## src/rtl/core/i2a_pkg.sv

```systemverilog
// shared types, constants and character codes of the integer to ascii formatter
// no dependencies
`default_nettype none

package i2a_pkg;

  localparam int VALUE_BITS_DEF = 64;
  localparam int LIMIT          = 64;
  localparam int LEN_W          = 7;
  localparam int DIG_IDX_W      = 6;
  localparam int IN_TDATA_W     = 80;
  localparam int OUT_TDATA_W    = 8;
  localparam int CFG_ADDR_W     = 3;
  localparam int CFG_DATA_W     = 32;

  localparam logic [LEN_W-1:0] MAX_LENGTH_RESET = 7'd64;

  // register select bit of the word address
  localparam logic CFG_REG_MAX_LENGTH = 1'b0;

  localparam logic [7:0] CH_ZERO    = 8'h30;
  localparam logic [7:0] CH_SPACE   = 8'h20;
  localparam logic [7:0] CH_PLUS    = 8'h2b;
  localparam logic [7:0] CH_MINUS   = 8'h2d;
  localparam logic [7:0] CH_UPPER_A = 8'h41;
  localparam logic [7:0] CH_LOWER_A = 8'h61;
  localparam logic [7:0] CH_NONE    = 8'h00;
  localparam logic [3:0] DIGIT_TEN  = 4'd10;

  typedef enum logic [1:0] {
    RADIX_BIN = 2'd0,
    RADIX_OCT = 2'd1,
    RADIX_DEC = 2'd2,
    RADIX_HEX = 2'd3
  } radix_t;

  typedef struct packed {
    logic                 load;
    logic                 shift;
    radix_t               radix;
    logic [DIG_IDX_W-1:0] idx;
  } dig_ctrl_t;

endpackage

`default_nettype wire

```

## src/rtl/core/integer_to_ascii_formatter_unit.sv

```systemverilog
// top level of the integer to ascii formatter: config register and the
// sequencer with its digit unit; uses i2a_pkg, i2a_seq, i2a_digit_unit
`default_nettype none

// An item is accepted, then for decimal converted by shift-add-3 in the
// digit unit, then scanned from the top digit down to the first nonzero
// one, laid out, and sent as output characters (up to max_length, capped
// at 64), which stall while out_tready is low.
// An error item (length limits inconsistent) skips the digits. in_tready is
// high only between items; the last character may still wait in the output
// register while the next item is taken. max_length sits at byte address 0
// and resets to 64; write it only while no item is in flight.
module integer_to_ascii_formatter_unit import i2a_pkg::*; #(
  parameter int VALUE_BITS = VALUE_BITS_DEF
) (
  input  wire logic                   clk,
  input  wire logic                   rst_n,
  input  wire logic                   in_tvalid,
  output logic                        in_tready,
  // value[63:0], is_signed, radix_select[1:0], upper_digits, force_plus,
  // left_align, zero_fill, min_width[6:0], two zero bits
  input  wire logic [IN_TDATA_W-1:0]  in_tdata,
  output logic                        out_tvalid,
  input  wire logic                   out_tready,
  // char_out[7:0]
  output logic      [OUT_TDATA_W-1:0] out_tdata,
  output logic                        out_tlast,
  // error
  output logic                        out_tuser,
  input  wire logic                   cfg_psel,
  input  wire logic                   cfg_penable,
  input  wire logic                   cfg_pwrite,
  input  wire logic [CFG_ADDR_W-1:0]  cfg_paddr,
  input  wire logic [CFG_DATA_W-1:0]  cfg_pwdata,
  output logic      [CFG_DATA_W-1:0]  cfg_prdata,
  output logic                        cfg_pready
);

  logic [LEN_W-1:0]      max_length_r;
  logic                  cfg_sel_len;
  dig_ctrl_t             dig_ctrl;
  logic [VALUE_BITS-1:0] load_mag;
  logic [3:0]            digit;

  assign cfg_pready  = 1'b1;
  assign cfg_sel_len = (cfg_paddr[CFG_ADDR_W-1] == CFG_REG_MAX_LENGTH);
  assign cfg_prdata  = cfg_sel_len ? {{(CFG_DATA_W-LEN_W){1'b0}}, max_length_r} : '0;

  always_ff @(posedge clk) begin
    if (!rst_n) begin
      max_length_r <= MAX_LENGTH_RESET;
    end else if (cfg_psel && cfg_penable && cfg_pwrite && cfg_pready && cfg_sel_len) begin
      max_length_r <= cfg_pwdata[LEN_W-1:0];
    end
  end

  i2a_seq #(
    .VALUE_BITS (VALUE_BITS)
  ) u_seq (
    .clk        (clk),
    .rst_n      (rst_n),
    .in_tvalid  (in_tvalid),
    .in_tready  (in_tready),
    .in_tdata   (in_tdata),
    .max_length (max_length_r),
    .dig_ctrl   (dig_ctrl),
    .load_mag   (load_mag),
    .digit      (digit),
    .out_tvalid (out_tvalid),
    .out_tready (out_tready),
    .out_tdata  (out_tdata),
    .out_tlast  (out_tlast),
    .out_tuser  (out_tuser)
  );

  i2a_digit_unit #(
    .VALUE_BITS (VALUE_BITS)
  ) u_digit (
    .clk      (clk),
    .ctrl     (dig_ctrl),
    .load_mag (load_mag),
    .digit    (digit)
  );

endmodule

`default_nettype wire

```

## src/rtl/core/i2a_digit_unit.sv

```systemverilog
// digit store: loads the magnitude, runs the shift-add-3 decimal conversion
// one bit per cycle and reads out any digit by index; uses i2a_pkg
`default_nettype none

module i2a_digit_unit import i2a_pkg::*; #(
  parameter int VALUE_BITS = VALUE_BITS_DEF
) (
  input  wire logic                  clk,
  input  wire dig_ctrl_t             ctrl,
  input  wire logic [VALUE_BITS-1:0] load_mag,
  output logic      [3:0]            digit
);

  localparam int BCD_DIGITS = (VALUE_BITS * 30103) / 100000 + 1;
  localparam int BUF_W      = 4 * BCD_DIGITS;
  localparam int AMT_W      = DIG_IDX_W + 2;

  logic [BUF_W-1:0]      buf_r;
  logic [VALUE_BITS-1:0] mag_r;
  logic [BUF_W-1:0]      adj;
  logic [AMT_W-1:0]      amt;
  logic [BUF_W-1:0]      sh;
  logic [3:0]            mask;

  // add 3 to every bcd digit of 5 or more before the shift
  for (genvar g = 0; g < BCD_DIGITS; g++) begin : g_adj
    assign adj[4*g +: 4] = (buf_r[4*g +: 4] >= 4'd5) ? buf_r[4*g +: 4] + 4'd3
                                                      : buf_r[4*g +: 4];
  end

  always_ff @(posedge clk) begin
    if (ctrl.load) begin
      mag_r <= load_mag;
      if (ctrl.radix == RADIX_DEC) begin
        buf_r <= '0;
      end else begin
        buf_r <= {{(BUF_W-VALUE_BITS){1'b0}}, load_mag};
      end
    end else if (ctrl.shift) begin
      buf_r <= {adj[BUF_W-2:0], mag_r[VALUE_BITS-1]};
      mag_r <= {mag_r[VALUE_BITS-2:0], 1'b0};
    end
  end

  always_comb begin
    case (ctrl.radix)
      RADIX_BIN: begin
        amt  = {2'b00, ctrl.idx};
        mask = 4'h1;
      end
      RADIX_OCT: begin
        amt  = {2'b00, ctrl.idx} + {1'b0, ctrl.idx, 1'b0};
        mask = 4'h7;
      end
      default: begin
        amt  = {ctrl.idx, 2'b00};
        mask = 4'hf;
      end
    endcase
    sh    = buf_r >> amt;
    digit = sh[3:0] & mask;
  end

endmodule

`default_nettype wire

```

## src/rtl/core/i2a_seq.sv

```systemverilog
// sequencer: item decode, length checks, digit count, layout and the
// character output register; drives i2a_digit_unit; uses i2a_pkg
`default_nettype none

module i2a_seq import i2a_pkg::*; #(
  parameter int VALUE_BITS = VALUE_BITS_DEF
) (
  input  wire logic                   clk,
  input  wire logic                   rst_n,
  input  wire logic                   in_tvalid,
  output logic                        in_tready,
  input  wire logic [IN_TDATA_W-1:0]  in_tdata,
  input  wire logic [LEN_W-1:0]       max_length,
  output dig_ctrl_t                   dig_ctrl,
  output logic      [VALUE_BITS-1:0]  load_mag,
  input  wire logic [3:0]             digit,
  output logic                        out_tvalid,
  input  wire logic                   out_tready,
  output logic      [OUT_TDATA_W-1:0] out_tdata,
  output logic                        out_tlast,
  output logic                        out_tuser
);

  localparam int BCD_DIGITS = (VALUE_BITS * 30103) / 100000 + 1;
  localparam int CNT_W      = $clog2(VALUE_BITS);
  localparam logic [DIG_IDX_W-1:0] TOP_BIN = DIG_IDX_W'(VALUE_BITS - 1);
  localparam logic [DIG_IDX_W-1:0] TOP_OCT = DIG_IDX_W'((VALUE_BITS + 2) / 3 - 1);
  localparam logic [DIG_IDX_W-1:0] TOP_DEC = DIG_IDX_W'(BCD_DIGITS - 1);
  localparam logic [DIG_IDX_W-1:0] TOP_HEX = DIG_IDX_W'((VALUE_BITS + 3) / 4 - 1);
  localparam logic [CNT_W-1:0]     CNT_END = CNT_W'(VALUE_BITS - 1);
  localparam logic [LEN_W-1:0]     LEN_CAP = LEN_W'(LIMIT);

  typedef enum logic [5:0] {
    S_IDLE = 6'b000001,
    S_CONV = 6'b000010,
    S_SCAN = 6'b000100,
    S_PLAN = 6'b001000,
    S_EMIT = 6'b010000,
    S_ERR  = 6'b100000
  } state_t;

  state_t                 state_r, state_nxt;
  logic                   sign_r, sign_nxt;
  logic [7:0]             sign_char_r, sign_char_nxt;
  logic                   upper_r, upper_nxt;
  logic                   left_r, left_nxt;
  logic                   zfill_r, zfill_nxt;
  radix_t                 radix_r, radix_nxt;
  logic [LEN_W-1:0]       minw_r, minw_nxt;
  logic [CNT_W-1:0]       cnt_r, cnt_nxt;
  logic [DIG_IDX_W-1:0]   idx_r, idx_nxt;
  logic [LEN_W-1:0]       nd_r, nd_nxt;
  logic [LEN_W-1:0]       lead_end_r, lead_end_nxt;
  logic [LEN_W-1:0]       dig_start_r, dig_start_nxt;
  logic [LEN_W-1:0]       dig_end_r, dig_end_nxt;
  logic [LEN_W-1:0]       last_pos_r, last_pos_nxt;
  logic [LEN_W-1:0]       pos_r, pos_nxt;
  logic                   out_valid_r, out_valid_nxt;
  logic [7:0]             out_char_r, out_char_nxt;
  logic                   out_last_r, out_last_nxt;
  logic                   out_err_r, out_err_nxt;

  logic [VALUE_BITS-1:0]  v_in;
  logic                   neg_in, plus_in, s_in, err_in, accept;
  radix_t                 radix_in;
  logic [LEN_W-1:0]       minw_in, maxl, room, nsig, width, pad;
  logic [LEN_W-1:0]       dig_off;
  logic                   slot_free, in_digits;
  logic [7:0]             dig_char, emit_char, fill_char;

  assign in_tready = (state_r == S_IDLE);
  assign accept    = in_tvalid && in_tready;

  // item fields
  assign v_in     = in_tdata[VALUE_BITS-1:0];
  assign radix_in = radix_t'(in_tdata[66:65]);
  assign plus_in  = in_tdata[68];
  assign minw_in  = in_tdata[77:71];
  assign neg_in   = in_tdata[64] && v_in[VALUE_BITS-1];
  assign s_in     = neg_in || plus_in;
  assign load_mag = neg_in ? (~v_in) + VALUE_BITS'(1) : v_in;

  assign maxl   = (max_length > LEN_CAP) ? LEN_CAP : max_length;
  assign err_in = (maxl < (LEN_W'(1) + LEN_W'(s_in))) || (minw_in > maxl);
  assign room   = maxl - LEN_W'(sign_r);
  assign nsig   = LEN_W'(idx_r) + LEN_W'(1);
  assign width  = nd_r + LEN_W'(sign_r);
  assign pad    = (minw_r > width) ? minw_r - width : '0;

  assign dig_off        = dig_end_r - pos_r;
  assign dig_ctrl.load  = accept && !err_in;
  assign dig_ctrl.shift = (state_r == S_CONV);
  assign dig_ctrl.radix = accept ? radix_in : radix_r;
  assign dig_ctrl.idx   = (state_r == S_EMIT) ? dig_off[DIG_IDX_W-1:0] : idx_r;

  assign slot_free = !out_valid_r || out_tready;
  assign in_digits = (pos_r >= dig_start_r) && (pos_r <= dig_end_r);
  assign fill_char = zfill_r ? CH_ZERO : CH_SPACE;

  always_comb begin
    if (digit >= DIGIT_TEN) begin
      dig_char = (upper_r ? CH_UPPER_A : CH_LOWER_A) + {4'd0, digit - DIGIT_TEN};
    end else begin
      dig_char = CH_ZERO + {4'd0, digit};
    end
    if (sign_r && (pos_r == lead_end_r)) begin
      emit_char = sign_char_r;
    end else if (in_digits) begin
      emit_char = dig_char;
    end else begin
      emit_char = fill_char;
    end
  end

  always_comb begin
    state_nxt     = state_r;
    sign_nxt      = sign_r;
    sign_char_nxt = sign_char_r;
    upper_nxt     = upper_r;
    left_nxt      = left_r;
    zfill_nxt     = zfill_r;
    radix_nxt     = radix_r;
    minw_nxt      = minw_r;
    cnt_nxt       = cnt_r;
    idx_nxt       = idx_r;
    nd_nxt        = nd_r;
    lead_end_nxt  = lead_end_r;
    dig_start_nxt = dig_start_r;
    dig_end_nxt   = dig_end_r;
    last_pos_nxt  = last_pos_r;
    pos_nxt       = pos_r;
    out_valid_nxt = out_valid_r && !out_tready;
    out_char_nxt  = out_char_r;
    out_last_nxt  = out_last_r;
    out_err_nxt   = out_err_r;

    case (state_r)
      S_IDLE: begin
        if (accept) begin
          sign_nxt      = s_in;
          sign_char_nxt = neg_in ? CH_MINUS : CH_PLUS;
          upper_nxt     = in_tdata[67];
          left_nxt      = in_tdata[69];
          zfill_nxt     = in_tdata[70];
          radix_nxt     = radix_in;
          minw_nxt      = minw_in;
          cnt_nxt       = '0;
          case (radix_in)
            RADIX_BIN: idx_nxt = TOP_BIN;
            RADIX_OCT: idx_nxt = TOP_OCT;
            RADIX_DEC: idx_nxt = TOP_DEC;
            default:   idx_nxt = TOP_HEX;
          endcase
          if (err_in) begin
            state_nxt = S_ERR;
          end else if (radix_in == RADIX_DEC) begin
            state_nxt = S_CONV;
          end else begin
            state_nxt = S_SCAN;
          end
        end
      end
      S_CONV: begin
        cnt_nxt = cnt_r + CNT_W'(1);
        if (cnt_r == CNT_END) begin
          state_nxt = S_SCAN;
        end
      end
      S_SCAN: begin
        // highest nonzero digit, or a single zero
        if ((digit != 4'd0) || (idx_r == '0)) begin
          nd_nxt    = (nsig < room) ? nsig : room;
          state_nxt = S_PLAN;
        end else begin
          idx_nxt = idx_r - DIG_IDX_W'(1);
        end
      end
      S_PLAN: begin
        lead_end_nxt  = (!left_r && !zfill_r) ? pad : '0;
        dig_start_nxt = ((!left_r && !zfill_r) ? pad : '0) + LEN_W'(sign_r)
                        + ((!left_r && zfill_r) ? pad : '0);
        dig_end_nxt   = ((!left_r && !zfill_r) ? pad : '0) + LEN_W'(sign_r)
                        + ((!left_r && zfill_r) ? pad : '0) + nd_r - LEN_W'(1);
        last_pos_nxt  = pad + width - LEN_W'(1);
        pos_nxt       = '0;
        state_nxt     = S_EMIT;
      end
      S_EMIT: begin
        if (slot_free) begin
          out_valid_nxt = 1'b1;
          out_char_nxt  = emit_char;
          out_last_nxt  = (pos_r == last_pos_r);
          out_err_nxt   = 1'b0;
          pos_nxt       = pos_r + LEN_W'(1);
          if (pos_r == last_pos_r) begin
            state_nxt = S_IDLE;
          end
        end
      end
      S_ERR: begin
        if (slot_free) begin
          out_valid_nxt = 1'b1;
          out_char_nxt  = CH_NONE;
          out_last_nxt  = 1'b1;
          out_err_nxt   = 1'b1;
          state_nxt     = S_IDLE;
        end
      end
      default: begin
        state_nxt = S_IDLE;
      end
    endcase
  end

  always_ff @(posedge clk) begin
    if (!rst_n) begin
      state_r     <= S_IDLE;
      out_valid_r <= 1'b0;
    end else begin
      state_r     <= state_nxt;
      out_valid_r <= out_valid_nxt;
    end
  end

  always_ff @(posedge clk) begin
    sign_r      <= sign_nxt;
    sign_char_r <= sign_char_nxt;
    upper_r     <= upper_nxt;
    left_r      <= left_nxt;
    zfill_r     <= zfill_nxt;
    radix_r     <= radix_nxt;
    minw_r      <= minw_nxt;
    cnt_r       <= cnt_nxt;
    idx_r       <= idx_nxt;
    nd_r        <= nd_nxt;
    lead_end_r  <= lead_end_nxt;
    dig_start_r <= dig_start_nxt;
    dig_end_r   <= dig_end_nxt;
    last_pos_r  <= last_pos_nxt;
    pos_r       <= pos_nxt;
    out_char_r  <= out_char_nxt;
    out_last_r  <= out_last_nxt;
    out_err_r   <= out_err_nxt;
  end

  assign out_tvalid = out_valid_r;
  assign out_tdata  = out_char_r;
  assign out_tlast  = out_last_r;
  assign out_tuser  = out_err_r;

endmodule

`default_nettype wire

```

## config.mk

```make
export PLATFORM = sky130hd
export DESIGN_NAME = integer_to_ascii_formatter_unit
export DESIGN_NICKNAME = d
export VERILOG_FILES = /design/src/rtl/core/i2a_pkg.sv /design/src/rtl/core/integer_to_ascii_formatter_unit.sv /design/src/rtl/core/i2a_digit_unit.sv /design/src/rtl/core/i2a_seq.sv
export SDC_FILE = /design/constraint.sdc
export NUM_CORES = 1
export LEC_CHECK = 0
export ABC_AREA = 1
export BUFFER_PORTS_ARGS = -buffer_cell sky130_fd_sc_hd__buf_2
export CAP_MARGIN = 30
export CORE_ASPECT_RATIO = 0.6
export CORE_MARGIN = 2
export CORE_UTILIZATION = 62
export CTS_CLUSTER_SIZE = 24
export DETAILED_ROUTE_END_ITERATION = 6
export GPL_ROUTABILITY_DRIVEN = 1
export HOLD_SLACK_MARGIN = 0.1
export PLACE_DENSITY_LB_ADDON = 0.1
export SLEW_MARGIN = 25
export SYNTH_ARGS = -nofsm -noshare
export SYNTH_HDL_FRONTEND = slang
export SYNTH_HIERARCHICAL = 1
export SYNTH_SLANG_ARGS = --single-unit
export TNS_END_PERCENT = 1
```

## constraint.sdc

```tcl
create_clock -name clk -period 6.8 [get_ports clk]
set_input_delay 1.36 -clock clk [delete_from_list [all_inputs] [get_ports clk]]
set_output_delay 1.36 -clock clk [all_outputs]
set_load 0.02 [all_outputs]
```

==> out/metrics.cfg <==
[sta]
rsz0062_at_grt=false
hold_viol=0
maxSlewHeadroom=0.447
finalSetupViolations=0
fin_tns_setup_ns=0
fin_crit_ns=6.38
worstMarginPinSlew_ns=0.821
fin_ws_ns=0.425
final_max_slew_viol_count=0
max_freq_mhz=157
min_period_over_period=0.938
clock_skew_ns=0.0120

[detailed_routing]
wl_per_cell_microns=17.7
routed_wirelength_mm=58.3
vias=19000
ant_nets=0
drt-initial-drc-count=2504
drc_errors=0
vias_per_cell=5.77
first_pass_iters=6

[cells_and_area]
drive_above_1_share=0.0839
stdcell_count=3290
largest-register=u_digit/buf_r
nFillCells=2730
final_nets=3117
area_delta_synth_final_pct=8.08
largest_register_ffs=80
stdcell_area_sq_um=21600
reg_top3=u_digit/buf_r x80, u_digit/mag_r x64
n_antenna_cell=0

[place]
dp.cells=3246
portBuffers=110
routabilityCongestion=0.950
hpwlAfterDp_mm=44.5
dp_worst_setup_slack_ns=0.107
placed_cell_area_sq_um=20700

[yosys]
synthesis.area_sq_um=20000
synth_cell_types=56
synth.most_common_cell=nand2_1
synth-seq-cells=236
synth_commonest_cells=nand2_1 (885), inv_1 (335), nand3_1 (246)
synth_edf_count=222
syn_avg_cell_area_sq_um=7.17
synthCells=2786
synth_top_area_frac=0.334
yosysTopAreaCell=edfxtp_1
synth.area.top_cells=edfxtp_1 (33%), nand2_1 (17%), ha_1 (8.3%)
ys.flop_type=edfxtp_1
async_reset_ff_frac=0
ys_warn_count=6
synth_seq_area_share=0.348

[clock_network]
cts_hold_buffers=0
clockBufferDepth=3
clk_latency_ns=0.55
cts_tree=yes
clock_sinks=236
cts_resized=0
cts_root_buf=clkbuf_16
postCtsSetupRepairBufs=0
cts_buffers=24
htree_levels=1
clkSlewWorstSetupHoldPaths_ns=0.07

[grt]
grt_max_degree=79
first_global_vias=17400
antenna_found_initial=0
gr-total-overflow=0
grt_pass1_wl_mm=91.3
grt_usage=0.341

[floorplanning]
start_util=0.635
io-pin-count=167
die_y_microns=143
rows=50
core-area_sq_um=31500
fp.dieW_microns=236
die_area_sq_um=33700

[critical_path]
crit_path_start_kind=register
crit_arrival_ns=6.63
setup.worst_path.class=register to register
r2r-end=u_seq/idx_r[1]$_DFFE_PP_
path_max_fanout=20
ff2ff_path_depth=23
regToRegSetupSlack_ns=0.42
critPathCaptureType=register
r2r-start=u_seq/pos_r[0]$_SDFFCE_PP0P_
worstPathRequired_ns=7.06

[status]
status=finished, final reports clean

[hold_path]
worstHoldStart=u_seq/state_r[4]$_SDFFE_PN0P_
holdPathStages=2
holdPathEnd=u_seq/state_r[4]$_SDFFE_PN0P_
hp-class=register to register

[pwr]
leakagePower_nw=10.2
peakVddDrop_v=0.000238
power.density_nw_per_um2=341

[job]
cap_violations=0

## kinds of logic after synthesis
| logic type | after synthesis | share of synthesized area |
|---|---|---|
| AND/OR/NAND/NOR | 1484 | 0.315 |
| buffers and inverters | 463 | 0.0992 |
| AO/OA/AOI/OAI | 345 | 0.0966 |
| flip-flops | 236 | 0.348 |
| adder cells (fa/ha/maj) | 139 | 0.0897 |
| XOR/XNOR | 114 | 0.0500 |
| other | 3 | 0.000563 |
| multiplexers | 2 | 0.00100 |
## report_power, final
group | leakage [nW] | total [mW] | switching [mW] | internal [mW]
Sequential | 2.17 | 2.09 | 0.145 | 1.94
Combinational | 7.63 | 3.83 | 2.60 | 1.23
Clock | 0.405 | 1.45 | 0.615 | 0.837
Total | 10.2 | 7.38 | 3.36 | 4.01
## metrics by stage
step,power (mW),hold WS (ns),utilization
6_report,7.38,0.497,0.686
5_1_grt,7.91,0.528,0.686
4_1_cts,7.28,0.494,0.686
3_5_place_dp,5.81,0.484,0.659
3_3_place_gp,5.66,0.472,0.659
2_1_floorplan,4.94,0.455,-
## critical path, cell delays in order (launching register included)
cell and delay [ns]:
edfxtp_1 0.52, ha_1 0.27, fa_1 0.49, o21ai_0 0.52
ha_1 0.32, inv_1 0.07, fa_1 0.41, xor2_1 0.16
a21oi_1 0.25, buf_4 0.25, inv_2 0.19, nand3_1 0.17
nand3_1 0.08, nand3_1 0.19, nand2_1 0.08, a21oi_1 0.26
inv_1 0.18, ha_1 0.22, nor3b_1 0.19, nand3_1 0.14
nand3_1 0.11, nand3b_1 0.24, nor2_1 0.57, nor2_2 0.21
## layout by cell type (no fill, tap or decap), types with 9 or more instances in the layout
cell type	count
o21ai_1	20
o21ai_0	154
inv_2	9
nor2_1	224
buf_2	110
ha_1	132
edfxtp_1	222
nand4_1	33
inv_1	334
o32ai_1	9
a21oi_1	95
dfxtp_1	14
nand3_1	246
conb_1	27
clkbuf_16	27
o211ai_1	11
buf_4	25
xnor2_1	18
nand2_1	884
nor3_1	27
xor2_1	96
o22ai_1	20
or2_2	9
o2bb2ai_1	16
## cell type report
class	count	area, sq um	area share
multi-input cells	2111	11200	0.518
inverters	345	1300	0.0601
flip-flops and latches	236	6950	0.322
clock inverters	14	161	0.00747
clock buffers	30	687	0.0318
repair buffers	138	798	0.0370
well taps	416	520	0.0241
## worst max-delay path by stage
| stage | slack, ns | end | from | cells past startpoint |
|---|---|---|---|---|
| 6_report | 0.42 | u_seq/idx_r[1]$_DFFE_PP_ | u_seq/pos_r[0]$_SDFFCE_PP0P_ | 23 |
| 2_1_floorplan | 0.94 | u_seq/idx_r[0]$_SDFFCE_PN1P_ | in_tvalid | 24 |
| 5_1_grt | 0.06 | u_seq/idx_r[5]$_DFFE_PP_ | u_seq/pos_r[0]$_SDFFCE_PP0P_ | 25 |
| 4_1_cts | 0.46 | u_seq/idx_r[1]$_DFFE_PP_ | u_seq/pos_r[0]$_SDFFCE_PP0P_ | 24 |
| 3_5_place_dp | 0.11 | u_seq/idx_r[1]$_DFFE_PP_ | in_tvalid | 27 |
| 3_3_place_gp | 0.34 | u_seq/idx_r[5]$_DFFE_PP_ | in_tvalid | 25 |
## layer usage
metal | wire, microns | GRT usage
met1 | 28000 | 0.539
met2 | 22700 | 0.473
met3 | 6650 | 0.0748
met4 | 983 | 0.0647
met5 | 0 | 0
No activity file was read; power rests on OpenSTA's default activity.
